===== config.mk =====
export PLATFORM = sky130hd
export DESIGN_NAME = bfmg_merge_flat
export DESIGN_NICKNAME = d
export VERILOG_FILES = /design/src/design/bfmg_pkg.sv /design/src/design/bfmg_if.sv /design/src/design/bfmg_merge.sv /design/src/flat_wrapper.sv
export SDC_FILE = /design/constraint.sdc
export NUM_CORES = 1
export LEC_CHECK = 0
export BUFFER_PORTS_ARGS = -buffer_cell sky130_fd_sc_hd__clkbuf_2
export CAP_MARGIN = 25
export CORE_UTILIZATION = 40
export CTS_BUF_LIST = sky130_fd_sc_hd__clkbuf_8
export DETAILED_ROUTE_END_ITERATION = 12
export GPL_TIMING_DRIVEN = 0
export PLACE_DENSITY_LB_ADDON = 0.12
export SLEW_MARGIN = 5
export SYNTH_ARGS = -nofsm -noshare
export SYNTH_HDL_FRONTEND = slang
export SYNTH_SLANG_ARGS = --single-unit

===== constraint.sdc =====
create_clock -name clk -period 1.8 [get_ports clk]
set_input_delay 0.09 -clock clk [delete_from_list [all_inputs] [get_ports clk]]
set_output_delay 0.09 -clock clk [all_outputs]
set_load 0.01 [all_outputs]

===== src/design/bfmg_pkg.sv =====
// Constants and types of the box filter mipmap generator.
package bfmg_pkg;

  localparam int MAX_WIDTH  = 256;
  localparam int MAX_HEIGHT = 256;
  localparam int MAX_LEVELS = 8;

  localparam int COORD_W = $clog2(MAX_WIDTH);
  localparam int ROW_W   = $clog2(MAX_HEIGHT);
  localparam int SIZE_W  = 9;
  localparam int LEVEL_W = 4;
  localparam int CHAN_W  = 3;
  localparam int POS_W   = 7;
  localparam int PIX_W   = 8;
  localparam int SUM_W   = PIX_W + 2 * MAX_LEVELS;
  localparam int RAM_DEPTH = MAX_WIDTH / 2;

  localparam int CFG_IDX_W  = 3;
  localparam int CFG_DATA_W = 9;

  localparam logic [CFG_IDX_W-1:0] REG_IMAGE_WIDTH   = 3'd0;
  localparam logic [CFG_IDX_W-1:0] REG_IMAGE_HEIGHT  = 3'd1;
  localparam logic [CFG_IDX_W-1:0] REG_LEVEL_COUNT   = 3'd2;
  localparam logic [CFG_IDX_W-1:0] REG_CHANNEL_COUNT = 3'd3;

  localparam logic [CHAN_W-1:0] CHANNELS_RGBA = 3'd4;

  typedef struct packed {
    logic               hit;
    logic [LEVEL_W-1:0] level;
    logic [POS_W-1:0]   x;
    logic [POS_W-1:0]   y;
    logic [PIX_W-1:0]   r;
    logic [PIX_W-1:0]   g;
    logic [PIX_W-1:0]   b;
    logic [PIX_W-1:0]   a;
  } lane_result_t;

endpackage


===== src/design/bfmg_if.sv =====


interface bfmg_mip_if;
  import bfmg_pkg::*;
  logic               valid;
  logic               ready;
  logic [LEVEL_W-1:0] level;
  logic [POS_W-1:0]   out_x;
  logic [POS_W-1:0]   out_y;
  logic [PIX_W-1:0]   mean_red;
  logic [PIX_W-1:0]   mean_green;
  logic [PIX_W-1:0]   mean_blue;
  logic [PIX_W-1:0]   mean_alpha;
  logic               last;
  modport source (output valid, level, out_x, out_y, mean_red, mean_green, mean_blue,
                  mean_alpha, last, input ready);
  modport sink (input valid, level, out_x, out_y, mean_red, mean_green, mean_blue,
                mean_alpha, last, output ready);
endinterface


===== src/design/bfmg_merge.sv =====
// Result bank that serialises the lane results of one pixel in level order.
module bfmg_merge (
  input  logic                   clk,
  input  logic                   rst,
  input  logic                   accept,
  input  bfmg_pkg::lane_result_t res [bfmg_pkg::MAX_LEVELS],
  output logic                   in_ready,
  bfmg_mip_if.source             mip
);
  import bfmg_pkg::*;

  lane_result_t          bank [MAX_LEVELS];
  logic [MAX_LEVELS-1:0] pending;
  logic [MAX_LEVELS-1:0] pending_next;
  logic [MAX_LEVELS-1:0] low;
  logic [MAX_LEVELS-1:0] rest;
  lane_result_t          sel;
  logic                  found;

  always_comb begin
    low   = '0;
    sel   = bank[0];
    found = 1'b0;
    for (int k = 0; k < MAX_LEVELS; k++) begin
      if (pending[k] && !found) begin
        low[k] = 1'b1;
        sel    = bank[k];
        found  = 1'b1;
      end
    end
  end

  assign rest     = pending & ~low;
  assign in_ready = (pending == '0) || (rest == '0 && mip.ready);

  always_comb begin
    pending_next = pending;
    if (accept) begin
      for (int k = 0; k < MAX_LEVELS; k++) begin
        pending_next[k] = res[k].hit;
      end
    end else if (mip.valid && mip.ready) begin
      pending_next = rest;
    end
  end

  always_ff @(posedge clk) begin
    if (rst) begin
      pending <= '0;
    end else begin
      pending <= pending_next;
    end
  end

  always_ff @(posedge clk) begin
    if (accept) begin
      for (int k = 0; k < MAX_LEVELS; k++) begin
        bank[k] <= res[k];
      end
    end
  end

  assign mip.valid      = pending != '0;
  assign mip.level      = sel.level;
  assign mip.out_x      = sel.x;
  assign mip.out_y      = sel.y;
  assign mip.mean_red   = sel.r;
  assign mip.mean_green = sel.g;
  assign mip.mean_blue  = sel.b;
  assign mip.mean_alpha = sel.a;
  assign mip.last       = rest == '0;
endmodule


===== src/flat_wrapper.sv =====
// flat-port wrapper written by rule: the top's interface ports become plain ports
module bfmg_merge_flat import bfmg_pkg::*;
  (clk, rst, accept, res, in_ready, mip_valid, mip_level, mip_out_x, mip_out_y, mip_mean_red, mip_mean_green, mip_mean_blue, mip_mean_alpha, mip_last, mip_ready);
  bfmg_mip_if mip_i ();
  input  logic clk;
  input  logic rst;
  input  logic accept;
  input  bfmg_pkg::lane_result_t res[bfmg_pkg::MAX_LEVELS];
  output logic in_ready;
  output wire logic [$bits(mip_i.valid)-1:0] mip_valid;
  output wire logic [$bits(mip_i.level)-1:0] mip_level;
  output wire logic [$bits(mip_i.out_x)-1:0] mip_out_x;
  output wire logic [$bits(mip_i.out_y)-1:0] mip_out_y;
  output wire logic [$bits(mip_i.mean_red)-1:0] mip_mean_red;
  output wire logic [$bits(mip_i.mean_green)-1:0] mip_mean_green;
  output wire logic [$bits(mip_i.mean_blue)-1:0] mip_mean_blue;
  output wire logic [$bits(mip_i.mean_alpha)-1:0] mip_mean_alpha;
  output wire logic [$bits(mip_i.last)-1:0] mip_last;
  input wire logic [$bits(mip_i.ready)-1:0] mip_ready;
  assign mip_valid = mip_i.valid;
  assign mip_level = mip_i.level;
  assign mip_out_x = mip_i.out_x;
  assign mip_out_y = mip_i.out_y;
  assign mip_mean_red = mip_i.mean_red;
  assign mip_mean_green = mip_i.mean_green;
  assign mip_mean_blue = mip_i.mean_blue;
  assign mip_mean_alpha = mip_i.mean_alpha;
  assign mip_last = mip_i.last;
  assign mip_i.ready = mip_ready;
  bfmg_merge u_core (.clk(clk), .rst(rst), .accept(accept), .res(res), .in_ready(in_ready), .mip(mip_i));
endmodule

# [Word-level counts from Yosys, hierarchy flattened]
# Memories as Yosys holds them, arrays and structs flattened.
# Cells that the tools add are included.
[word_totals] register_bits=8 mem_bits_rw=408 in_bits=412 out_inout_bits=53 n_memories=1
[op_classes] n_mux=25 n_bitwise=2 n_reduce_logical=21
[memory_table] memory="u_core.bank" depth=8 word_bits=51 rd=8 rd_clocked_by_memory_dff=0 write_ports=8 line="bfmg_merge.sv:12" text="lane_result_t bank [MAX_LEVELS];"
[ops] operator="50-bit two-way mux" count=7
[ops] operator="8-bit logical NOT" count=2
[ops] operator="1-bit two-way mux" count=16
[ops] operator="8-bit two-way mux" count=2
[ops] operator="1-bit logical AND" count=9
[ops] operator="8-bit AND" count=1
[ops] operator="8-bit NOT" count=1
[ops] operator="8-bit nonzero test" count=1
[ops] operator="1-bit logical NOT" count=7
[ops] operator="2-bit nonzero test" count=1
[ops] operator="1-bit logical OR" count=1

# [Longest topological paths before layout]
# Gate-level depths: netlist of the first run.
[depth] depth_word=27 depth_mapped=8

# [Worst setup path after synthesis of the first run]
# OpenSTA, ideal clock, no wires.
[synth_timing] path_kind="reg-to-output" start="register u_core.pending[0]" end="output port mip_mean_alpha[2]" arrival_ns=1.799 setup_slack_ns=-0.089 stages_incl_launch_ff=7 cell_sequence="dfxtp_1 -> buf_6 -> or4b_4 -> buf_6 -> o21ai_1 -> a21oi_1 -> or4_1"
[synth_via] elab_chain_cells=22 elab_cells_between_ends=28
[synth_lines] item="start: declaration" line="bfmg_merge.sv:13" text="logic [MAX_LEVELS-1:0] pending;"
[synth_lines] item="start signal: assignment" line="bfmg_merge.sv:51" text="pending <= pending_next;"
[synth_lines] item="1-bit two-way mux (*)" line="bfmg_merge.sv:25" text="if (pending[k] && !found) begin"
[synth_lines] item="1-bit logical NOT" line="bfmg_merge.sv:25"
[synth_lines] item="1-bit logical AND" line="bfmg_merge.sv:25"
[synth_lines] item="1-bit two-way mux" line="bfmg_merge.sv:25"
[synth_lines] item="1-bit logical NOT" line="bfmg_merge.sv:25"
[synth_lines] item="1-bit logical AND" line="bfmg_merge.sv:25"
[synth_lines] item="1-bit two-way mux" line="bfmg_merge.sv:25"
[synth_lines] item="1-bit logical NOT" line="bfmg_merge.sv:25"
[synth_lines] item="[... 6 more ...]"
[synth_lines] item="1-bit logical AND" line="bfmg_merge.sv:25"
[synth_lines] item="1-bit two-way mux" line="bfmg_merge.sv:25"
[synth_lines] item="1-bit logical NOT" line="bfmg_merge.sv:25"
[synth_lines] item="1-bit logical AND" line="bfmg_merge.sv:25"
[synth_lines] item="1-bit two-way mux" line="bfmg_merge.sv:25"
[synth_lines] item="1-bit logical NOT" line="bfmg_merge.sv:25"
[synth_lines] item="1-bit logical AND" line="bfmg_merge.sv:25"
[synth_lines] item="50-bit two-way mux (*)" line="bfmg_merge.sv:25"
[synth_lines] item="end: declaration" line="flat_wrapper.sv:17" text="output wire logic [$bits(mip_i.mean_alpha)-1:0] mip_mean_alpha;"
# Every way passes the cells marked *; elsewhere a longest branch is shown, timed or not.

# [Final worst setup path of the first run]
[layout_timing] start="register u_core.pending[0]" end="output port mip_out_x[0]"
[layout_via] elab_chain_cells=22 elab_cells_between_ends=28
[layout_lines] item="1-bit two-way mux (*)" line="bfmg_merge.sv:25"
[layout_lines] item="1-bit logical NOT" line="bfmg_merge.sv:25"
[layout_lines] item="1-bit logical AND" line="bfmg_merge.sv:25"
[layout_lines] item="1-bit two-way mux" line="bfmg_merge.sv:25"
[layout_lines] item="1-bit logical NOT" line="bfmg_merge.sv:25"
[layout_lines] item="1-bit logical AND" line="bfmg_merge.sv:25"
[layout_lines] item="1-bit two-way mux" line="bfmg_merge.sv:25"
[layout_lines] item="1-bit logical NOT" line="bfmg_merge.sv:25"
[layout_lines] item="[... 6 more ...]"
[layout_lines] item="1-bit logical AND" line="bfmg_merge.sv:25"
[layout_lines] item="1-bit two-way mux" line="bfmg_merge.sv:25"
[layout_lines] item="1-bit logical NOT" line="bfmg_merge.sv:25"
[layout_lines] item="1-bit logical AND" line="bfmg_merge.sv:25"
[layout_lines] item="1-bit two-way mux" line="bfmg_merge.sv:25"
[layout_lines] item="1-bit logical NOT" line="bfmg_merge.sv:25"
[layout_lines] item="1-bit logical AND" line="bfmg_merge.sv:25"
[layout_lines] item="50-bit two-way mux (*)" line="bfmg_merge.sv:25"
[layout_lines] item="end: declaration" line="flat_wrapper.sv:12" text="output wire logic [$bits(mip_i.out_x)-1:0] mip_out_x;"
# Marked as above.

==> metrics.json, run 1 <==
{
  "route": {
    "route.detailed.vias_per_inst": 5.37,
    "postRouteWirelength_mm": 64.8,
    "wire_per_inst_um": 23.1,
    "dr.first_iter.drc_count": 1094,
    "vias": 15000,
    "drt_pass1_iterations": 5,
    "postRouteAntennaNets": 0,
    "drc_errors": 0
  },
  "timing": {
    "finalHoldWorstSlack_ns": 0.0539,
    "totalNegativeSetupSlack_ns": -43.30,
    "tightest_slew_ns": 0.882,
    "max_freq_ghz": 0.369,
    "post-route-period-util_pct": 151,
    "fin_crit_ns": 2.71,
    "final_max_slew_viol_count": 0,
    "rsz0062_at_grt": "true",
    "final.setup.worst_slack_ns": -0.910,
    "finalHoldViolations": 0,
    "timing.clock.skew_ns": 0.00331,
    "setup_viol_count_final": 53,
    "slew_headroom_pct": 41.2
  },
  "synthesis": {
    "netlist_top_cells_area": "sky130_fd_sc_hd__edfxtp_1, sky130_fd_sc_hd__a21oi_1, sky130_fd_sc_hd__a211oi_1",
    "post_synth_top_area_cell": "sky130_fd_sc_hd__edfxtp_1",
    "synth-seq-area-share_pct": 72.1,
    "avgSynthCellArea_um2": 13.7,
    "synth.top_cell.area_share_pct": 71.2,
    "synth_enable_flop_cells": 400,
    "synth-warning-count": 0,
    "post_synth_num_cell_types": 42,
    "synthesis.area_um2": 16900,
    "synth.ff_latch_count": 408,
    "synthArstFlopShare_pct": 0,
    "synth_fp_nets": 1644,
    "synth-main-ff-cell": "sky130_fd_sc_hd__edfxtp_1",
    "syn_inst": 1232
  },
  "placement": {
    "post-dp-hpwl_mm": 40.8,
    "dp_worst_setup_slack_ns": -1.23,
    "globalplace.congestion": 0.877,
    "port_buffers": 463
  },
  "critical_path": {
    "endpoint": "mip_out_x[0]",
    "critical_path.reg2reg.endpoint": "u_core.pending[7]$_SDFFE_PP0P_",
    "critPathCaptureType": "output pin",
    "worst_ep_arrival_time_ns": 2.62,
    "worst-endpoint-required_ns": 1.71,
    "path_class": "flop to output pin",
    "internal_reg_to_reg_setup_slack_ns": 0.08,
    "critical_path_peak_fanout": 10,
    "rr_startpoint": "u_core.pending[2]$_SDFFE_PP0P_",
    "nature_of_the_critical_path_startpoint": "flop",
    "worst_setup_path_startpoint": "u_core.pending[0]$_SDFFE_PP0P_",
    "worst_r2r_path_depth": 7
  },
  "floorplanning": {
    "coreArea_um2": 41200,
    "fp.dieArea_um2": 43000,
    "io-pin-count": 465,
    "std_cell_rows": 74,
    "floorplan.initialDensity_pct": 41.0,
    "die_height_um": 207,
    "die_width_um": 207
  },
  "grt": {
    "use_met1_pct": 34.6,
    "grt-busiest-layer": "met2",
    "maximum_number_of_pins_on_one_net_before_global_route_repair": 105,
    "met3_usage_pct": 7.19,
    "met2_usage_pct": 51.6,
    "grt_antenna_before_repair": 11,
    "grt_first_pass_wirelength_mm": 94.1,
    "global_route_congestion_overflow_total": 0,
    "grt_pass1_vias": 16000,
    "globalRouteTotalUtil_pct": 29.3
  },
  "flow_run": {
    "timing.max_cap.violations": 0
  },
  "pwr": {
    "cellLeakagePower_nw": 10.8,
    "power_per_cell_area_nw_per_um2": 891,
    "power_mw": 24.9,
    "ir_drop_uv": 638
  },
  "clock_tree": {
    "tritoncts": "built",
    "cts.root.buffer_cell": "sky130_fd_sc_hd__clkbuf_8",
    "tritoncts.num_buffers": 72,
    "ctsHtreeMaxLevel": 3,
    "cts.sinks": 408,
    "clk_pin_slew_ns": 0.06,
    "insertion_delay_ns": 0.64,
    "cts_max_path_buffers": 3
  },
  "finish": {
    "post_layout_utilization_of_the_core_pct": 67.9,
    "layout-drive-gt1-share_pct": 39.2,
    "syn_to_final_growth_pct": 65.8,
    "finalNetCount": 2611,
    "mostFrequentLayoutCells": "sky130_fd_sc_hd__clkbuf_2, sky130_fd_sc_hd__dlygate4sd3_1, sky130_fd_sc_hd__edfxtp_1",
    "commonest_non_fill_non_tap_cell_in_the_layout": "sky130_fd_sc_hd__clkbuf_2"
  },
  "hold_path": {
    "hp-class": "input pin to flop",
    "hold-path-cell-count": 2
  },
  "outcome": {
    "outcome": "finished with violations",
    "failed_checks": "setup timing"
  }
}
[logic make-up (layout without fill, tap and decap cells)]
group | count (synthesis) | count (layout) | share of synthesized area (%)
other cells | 0 | 13 | 0
buf+inv | 122 | 1145 | 3.02
flops | 408 | 408 | 72.1
simple gates | 317 | 317 | 9.21
mux | 4 | 4 | 0.237
compound gates | 381 | 381 | 15.4
[worst max-delay path, stage by stage (launching register included)]
cell and delay, ns:
sky130_fd_sc_hd__dfxtp_4 0.37, sky130_fd_sc_hd__clkbuf_8 0.17, sky130_fd_sc_hd__or4b_4 0.55, sky130_fd_sc_hd__o221ai_2 0.09
sky130_fd_sc_hd__a21oi_1 0.10, sky130_fd_sc_hd__or4_4 0.56, sky130_fd_sc_hd__buf_8 0.14
[through the flow]
step           instances  area [µm²]
2_1_floorplan       1232       17000
3_3_place_gp        2227       20000
3_5_place_dp        2231       20100
4_1_cts             2784       27000
5_1_grt             2797       28000
6_report            2800       28000
[repair_timing]
action / CTS / global route
setup endpoints to repair: 60 / 55
hold buffers: 413 / 0
pin swaps: 17 / 32
cloned: 5 / 3
hold endpoints to repair: 452 / 0
setup buffers: 11 / 0
gates resized for setup: 326 / 221
[cell type report]
cell class / count / area (µm²)
clock inverter: 54 / 220
antenna: 13 / 32.5
tap: 532 / 666
fill: 2888 / 13200
clock buffer: 76 / 1050
sequential: 408 / 12200
timing repair buffer: 899 / 7020
inverter: 13 / 48.8
multi-input combinational: 702 / 5830
buffer: 103 / 930
[power by group]
part           switching, mW  internal (mW)  total [mW]
combinational           2.80           2.73        5.53
sequential             0.339           11.3        11.6
clock                   3.89           3.90        7.79
total                   7.03           17.9        24.9
[layer usage]
layer | wire length, µm | part of all wire (%)
met1 | 25100 | 39
met2 | 33200 | 51
met3 | 4580 | 7.1
met4 | 1940 | 3.0
met5 | 13 | 0.020
[registers in the layout, summed over array words and instances, names as in the netlist]
| name | count |
|---|---|
| u_core.pending | 8 |
| u_core.bank | 400 |
[how the worst min path moves through the flow]
stage | from | end | slack (ns)
after floorplan | res[357] | u_core.bank[0][0]$_DFFE_PP_ | 0.19
after global placement | res[337] | u_core.bank[0][82]$_DFFE_PP_ | 0.27
after detailed placement | res[80] | u_core.bank[1][131]$_DFFE_PP_ | 0.27
after CTS | accept | u_core.bank[0][24]$_DFFE_PP_ | 0.03
after global routing | accept | u_core.bank[1][185]$_DFFE_PP_ | 0.03
final | accept | u_core.bank[1][185]$_DFFE_PP_ | 0.05
[cells in the mapped netlist (all sizes together) (13+ instances only)]
library cell	instances
a21oi	146
a211oi	83
nand3	40
a221o	39
buf	26
nor2b	13
edfxtp	400
nand2b	42
o31ai	39
o21ai	25
clkbuf	83
inv	13
nor2	82
nor3	15
nand2	93
Power figures use the tool's default switching activity.
==> run 2, diff against run 1 <==
--- a/config.mk
+++ b/config.mk
@@ -5,11 +5,12 @@
 export SDC_FILE = /design/constraint.sdc
 export NUM_CORES = 1
 export LEC_CHECK = 0
-export BUFFER_PORTS_ARGS = -buffer_cell sky130_fd_sc_hd__clkbuf_2
 export CAP_MARGIN = 25
-export CORE_UTILIZATION = 40
+export CORE_AREA = 2 2 183 185
 export CTS_BUF_LIST = sky130_fd_sc_hd__clkbuf_8
 export DETAILED_ROUTE_END_ITERATION = 12
+export DIE_AREA = 0 0 185 187
+export DONT_BUFFER_PORTS = 1
 export GPL_TIMING_DRIVEN = 0
 export PLACE_DENSITY_LB_ADDON = 0.12
 export SLEW_MARGIN = 5
==> run 2 against run 1 <==
  * The run now fails in clock tree synthesis
  * Synthesized cell count is the same
  * Synthesized area stayed put
==> metrics.json, run 2 <==
{
  "clock_tree": {
    "cts.sinks": {"value": 408, "change": "unchanged"},
    "cts.root.buffer_cell": "sky130_fd_sc_hd__clkbuf_8",
    "cts_hold_buffers": {"value": 362, "change": "-12%"},
    "cts_post_setup_buffers_inserted": {"value": 8, "change": "-3"},
    "cts_resized": {"value": 309, "change": "-5.2%"},
    "cts_max_path_buffers": {"value": 3, "change": "unchanged"},
    "tritoncts.num_buffers": {"value": 70, "change": "-2.8%"},
    "ctsHtreeMaxLevel": {"value": 3, "change": "unchanged"}
  },
  "synthesis": {
    "avgSynthCellArea": {"value": 13.7, "unit": "µm²", "change": "unchanged"},
    "synth.ff_latch_count": {"value": 408, "change": "unchanged"},
    "post_synth_num_cell_types": {"value": 42, "change": "unchanged"},
    "post_synth_top_area_cell": "sky130_fd_sc_hd__edfxtp_1",
    "synth_fp_nets": {"value": 1644, "change": "unchanged"},
    "post-synth-top-count-cell": "sky130_fd_sc_hd__edfxtp_1",
    "yosys.area_share.adder": {"value": 0, "unit": "%", "change": "unchanged"},
    "yosys-mux-area-fraction": {"value": 0.237, "unit": "%", "change": "unchanged"},
    "yosys.area_share.xor_xnor": {"value": 0, "unit": "%", "change": "unchanged"},
    "synthArstFlopShare": {"value": 0, "unit": "%", "change": "unchanged"},
    "synth-seq-area-share": {"value": 72.1, "unit": "%", "change": "unchanged"},
    "synth-warning-count": {"value": 0, "change": "unchanged"},
    "syn_inst": {"value": 1232, "change": "unchanged"},
    "ys_top_cells_by_count": "sky130_fd_sc_hd__edfxtp_1, sky130_fd_sc_hd__a21oi_1, sky130_fd_sc_hd__nand2_1, sky130_fd_sc_hd__a211oi_1, sky130_fd_sc_hd__clkbuf_1",
    "synthesis.area": {"value": 16900, "unit": "µm²", "change": "unchanged"},
    "synth_top_family_by_area": "compound AO/OA/AOI/OAI gates",
    "area_fraction_in_compound_gates_after_synthesis": {"value": 15.4, "unit": "%", "change": "unchanged"},
    "synth_enable_flop_cells": {"value": 400, "change": "unchanged"},
    "synth.top_cell.area_share": {"value": 71.2, "unit": "%", "change": "unchanged"},
    "post_synth_and_or_nand_nor_area_fraction": {"value": 9.21, "unit": "%", "change": "unchanged"},
    "netlist_top_cells_area": "sky130_fd_sc_hd__edfxtp_1, sky130_fd_sc_hd__a21oi_1, sky130_fd_sc_hd__a211oi_1",
    "synth-main-ff-cell": "sky130_fd_sc_hd__edfxtp_1"
  },
  "outcome": {
    "outcome": "did not finish",
    "last-stage-reached": "clock tree synthesis",
    "error_message": "[ERROR RSZ-0060] Max buffer count reached."
  },
  "floorplanning": {
    "floorplan.initialDensity": {"value": 51.4, "unit": "%", "change": "+10 points"},
    "io-pin-count": {"value": 465, "change": "unchanged"},
    "die_width": {"value": 185, "unit": "µm", "change": "-11%"},
    "std_cell_rows": {"value": 67, "change": "-9.5%"},
    "die_height": {"value": 187, "unit": "µm", "change": "-9.8%"}
  },
  "placement": {
    "post-dp-hpwl": {"value": 35.6, "unit": "mm", "change": "-13%"},
    "port_buffers": {"value": 0, "change": "-100%"},
    "globalplace.congestion": {"value": 0.870, "change": "-0.88%"}
  }
}
-- run 2: cell counts after synthesis --
Identical to the previous run, type by type.
-- run 2: cells by family after synthesis --
| group | Yosys count |
|---|---|
| DFF | 408 |
| and+or+nand+nor | 317 |
| AOI/OAI and AO/OA | 381 |
| buffers and inverters | 122 |
| muxes | 4 |
-- run 2: metrics by stage --
stage / std cells / cell area [µm²] / hold slack [ns] / utilization (%) / setup WS [ns]
3_5_place_dp: 1680 / 17600 / 0.189 / 53.5 / -1.03
3_3_place_gp: 1680 / 17600 / 0.189 / 53.5 / -1.02
2_1_floorplan: 1232 / 17000 / 0.189 / - / -0.0642
==> run 3, diff against run 2 <==
--- a/config.mk
+++ b/config.mk
@@ -6,13 +6,11 @@
 export NUM_CORES = 1
 export LEC_CHECK = 0
 export CAP_MARGIN = 25
-export CORE_AREA = 2 2 183 185
-export CTS_BUF_LIST = sky130_fd_sc_hd__clkbuf_8
+export CORE_UTILIZATION = 40
 export DETAILED_ROUTE_END_ITERATION = 12
-export DIE_AREA = 0 0 185 187
 export DONT_BUFFER_PORTS = 1
 export GPL_TIMING_DRIVEN = 0
-export PLACE_DENSITY_LB_ADDON = 0.12
+export PLACE_DENSITY_LB_ADDON = 0.15
 export SLEW_MARGIN = 5
 export SYNTH_ARGS = -nofsm -noshare
 export SYNTH_HDL_FRONTEND = slang
==> constraint.sdc (replaced) <==
create_clock -name clk -period 2.35 [get_ports clk]
set_input_delay 0.1175 -clock clk [delete_from_list [all_inputs] [get_ports clk]]
set_output_delay 0.1175 -clock clk [all_outputs]
set_load 0.01 [all_outputs]
==> run 3 against run 2 <==
  * The flow again stops in clock tree synthesis
  * Synthesized area did not move
  * Synthesized cell count is the same
==> metrics.json, run 3 <==
{
  "synthesis": {
    "synthArstFlopShare": {"value": 0, "unit": "%", "change": "unchanged"},
    "synth-warning-count": {"value": 0, "change": "unchanged"},
    "synth_enable_flop_cells": {"value": 400, "change": "unchanged"},
    "ys_top_cells_by_count": "sky130_fd_sc_hd__edfxtp_1, sky130_fd_sc_hd__a21oi_1, sky130_fd_sc_hd__nand2_1, sky130_fd_sc_hd__a211oi_1, sky130_fd_sc_hd__clkbuf_1",
    "avgSynthCellArea": {"value": 13.7, "unit": "µm²", "change": "unchanged"},
    "synth-main-ff-cell": "sky130_fd_sc_hd__edfxtp_1",
    "synth.ff_latch_count": {"value": 408, "change": "unchanged"},
    "netlist_top_cells_area": "sky130_fd_sc_hd__edfxtp_1, sky130_fd_sc_hd__a21oi_1, sky130_fd_sc_hd__a211oi_1",
    "syn_inst": {"value": 1232, "change": "unchanged"},
    "synth.top_cell.area_share": {"value": 71.2, "unit": "%", "change": "unchanged"},
    "post-synth-top-count-cell": "sky130_fd_sc_hd__edfxtp_1",
    "post_synth_num_cell_types": {"value": 42, "change": "unchanged"},
    "post_synth_top_area_cell": "sky130_fd_sc_hd__edfxtp_1",
    "synth-seq-area-share": {"value": 72.1, "unit": "%", "change": "unchanged"},
    "synth_fp_nets": {"value": 1644, "change": "unchanged"},
    "synthesis.area": {"value": 16900, "unit": "µm²", "change": "unchanged"}
  },
  "floorplanning": {
    "die_height": {"value": 207, "unit": "µm", "change": "+11%"},
    "std_cell_rows": {"value": 74, "change": "+10%"},
    "io-pin-count": {"value": 465, "change": "unchanged"},
    "floorplan.initialDensity": {"value": 41.0, "unit": "%", "change": "-10 points"},
    "die_width": {"value": 207, "unit": "µm", "change": "+12%"}
  },
  "outcome": {
    "outcome": "did not finish",
    "error_message": "[ERROR RSZ-0060] Max buffer count reached.",
    "last-stage-reached": "clock tree synthesis"
  },
  "placement": {
    "globalplace.congestion": {"value": 0.900, "change": "+3.5%"},
    "detailed_place.area": {"value": 17500, "unit": "µm²", "change": "-0.27%"},
    "dp_worst_setup_slack": {"value": -0.745, "unit": "ns", "change": "+0.283 ns"},
    "port_buffers": {"value": 0, "change": "unchanged"},
    "post-dp-hpwl": {"value": 39.2, "unit": "mm", "change": "+9.9%"}
  },
  "clock_tree": {
    "cts_hold_buffers": {"value": 373, "change": "+3.0%"},
    "tritoncts.num_buffers": {"value": 45, "change": "-36%"},
    "cts_max_path_buffers": {"value": 3, "change": "unchanged"},
    "cts.root.buffer_cell": "sky130_fd_sc_hd__clkbuf_16",
    "cts_post_setup_buffers_inserted": {"value": 18, "change": "+10"},
    "cts.sinks": {"value": 408, "change": "unchanged"},
    "ctsHtreeMaxLevel": {"value": 2, "change": "-1"},
    "cts_resized": {"value": 503, "change": "+63%"}
  }
}
==> run 3: cell counts after synthesis <==
Identical to the previous run, type by type.
==> run 3: cell families after synthesis <==
group | share of synthesized area, %
DFF | 72.1
AOI/OAI and AO/OA | 15.4
and+or+nand+nor | 9.21
buffers and inverters | 3.02
muxes | 0.237
==> run 3: stage by stage <==
| stage | instances | util [%] | hold slack, ns |
|---|---|---|---|
| 3_3_place_gp | 1764 | 42.6 | 0.216 |
| 2_1_floorplan | 1232 | - | 0.216 |
| 3_5_place_dp | 1764 | 42.6 | 0.216 |
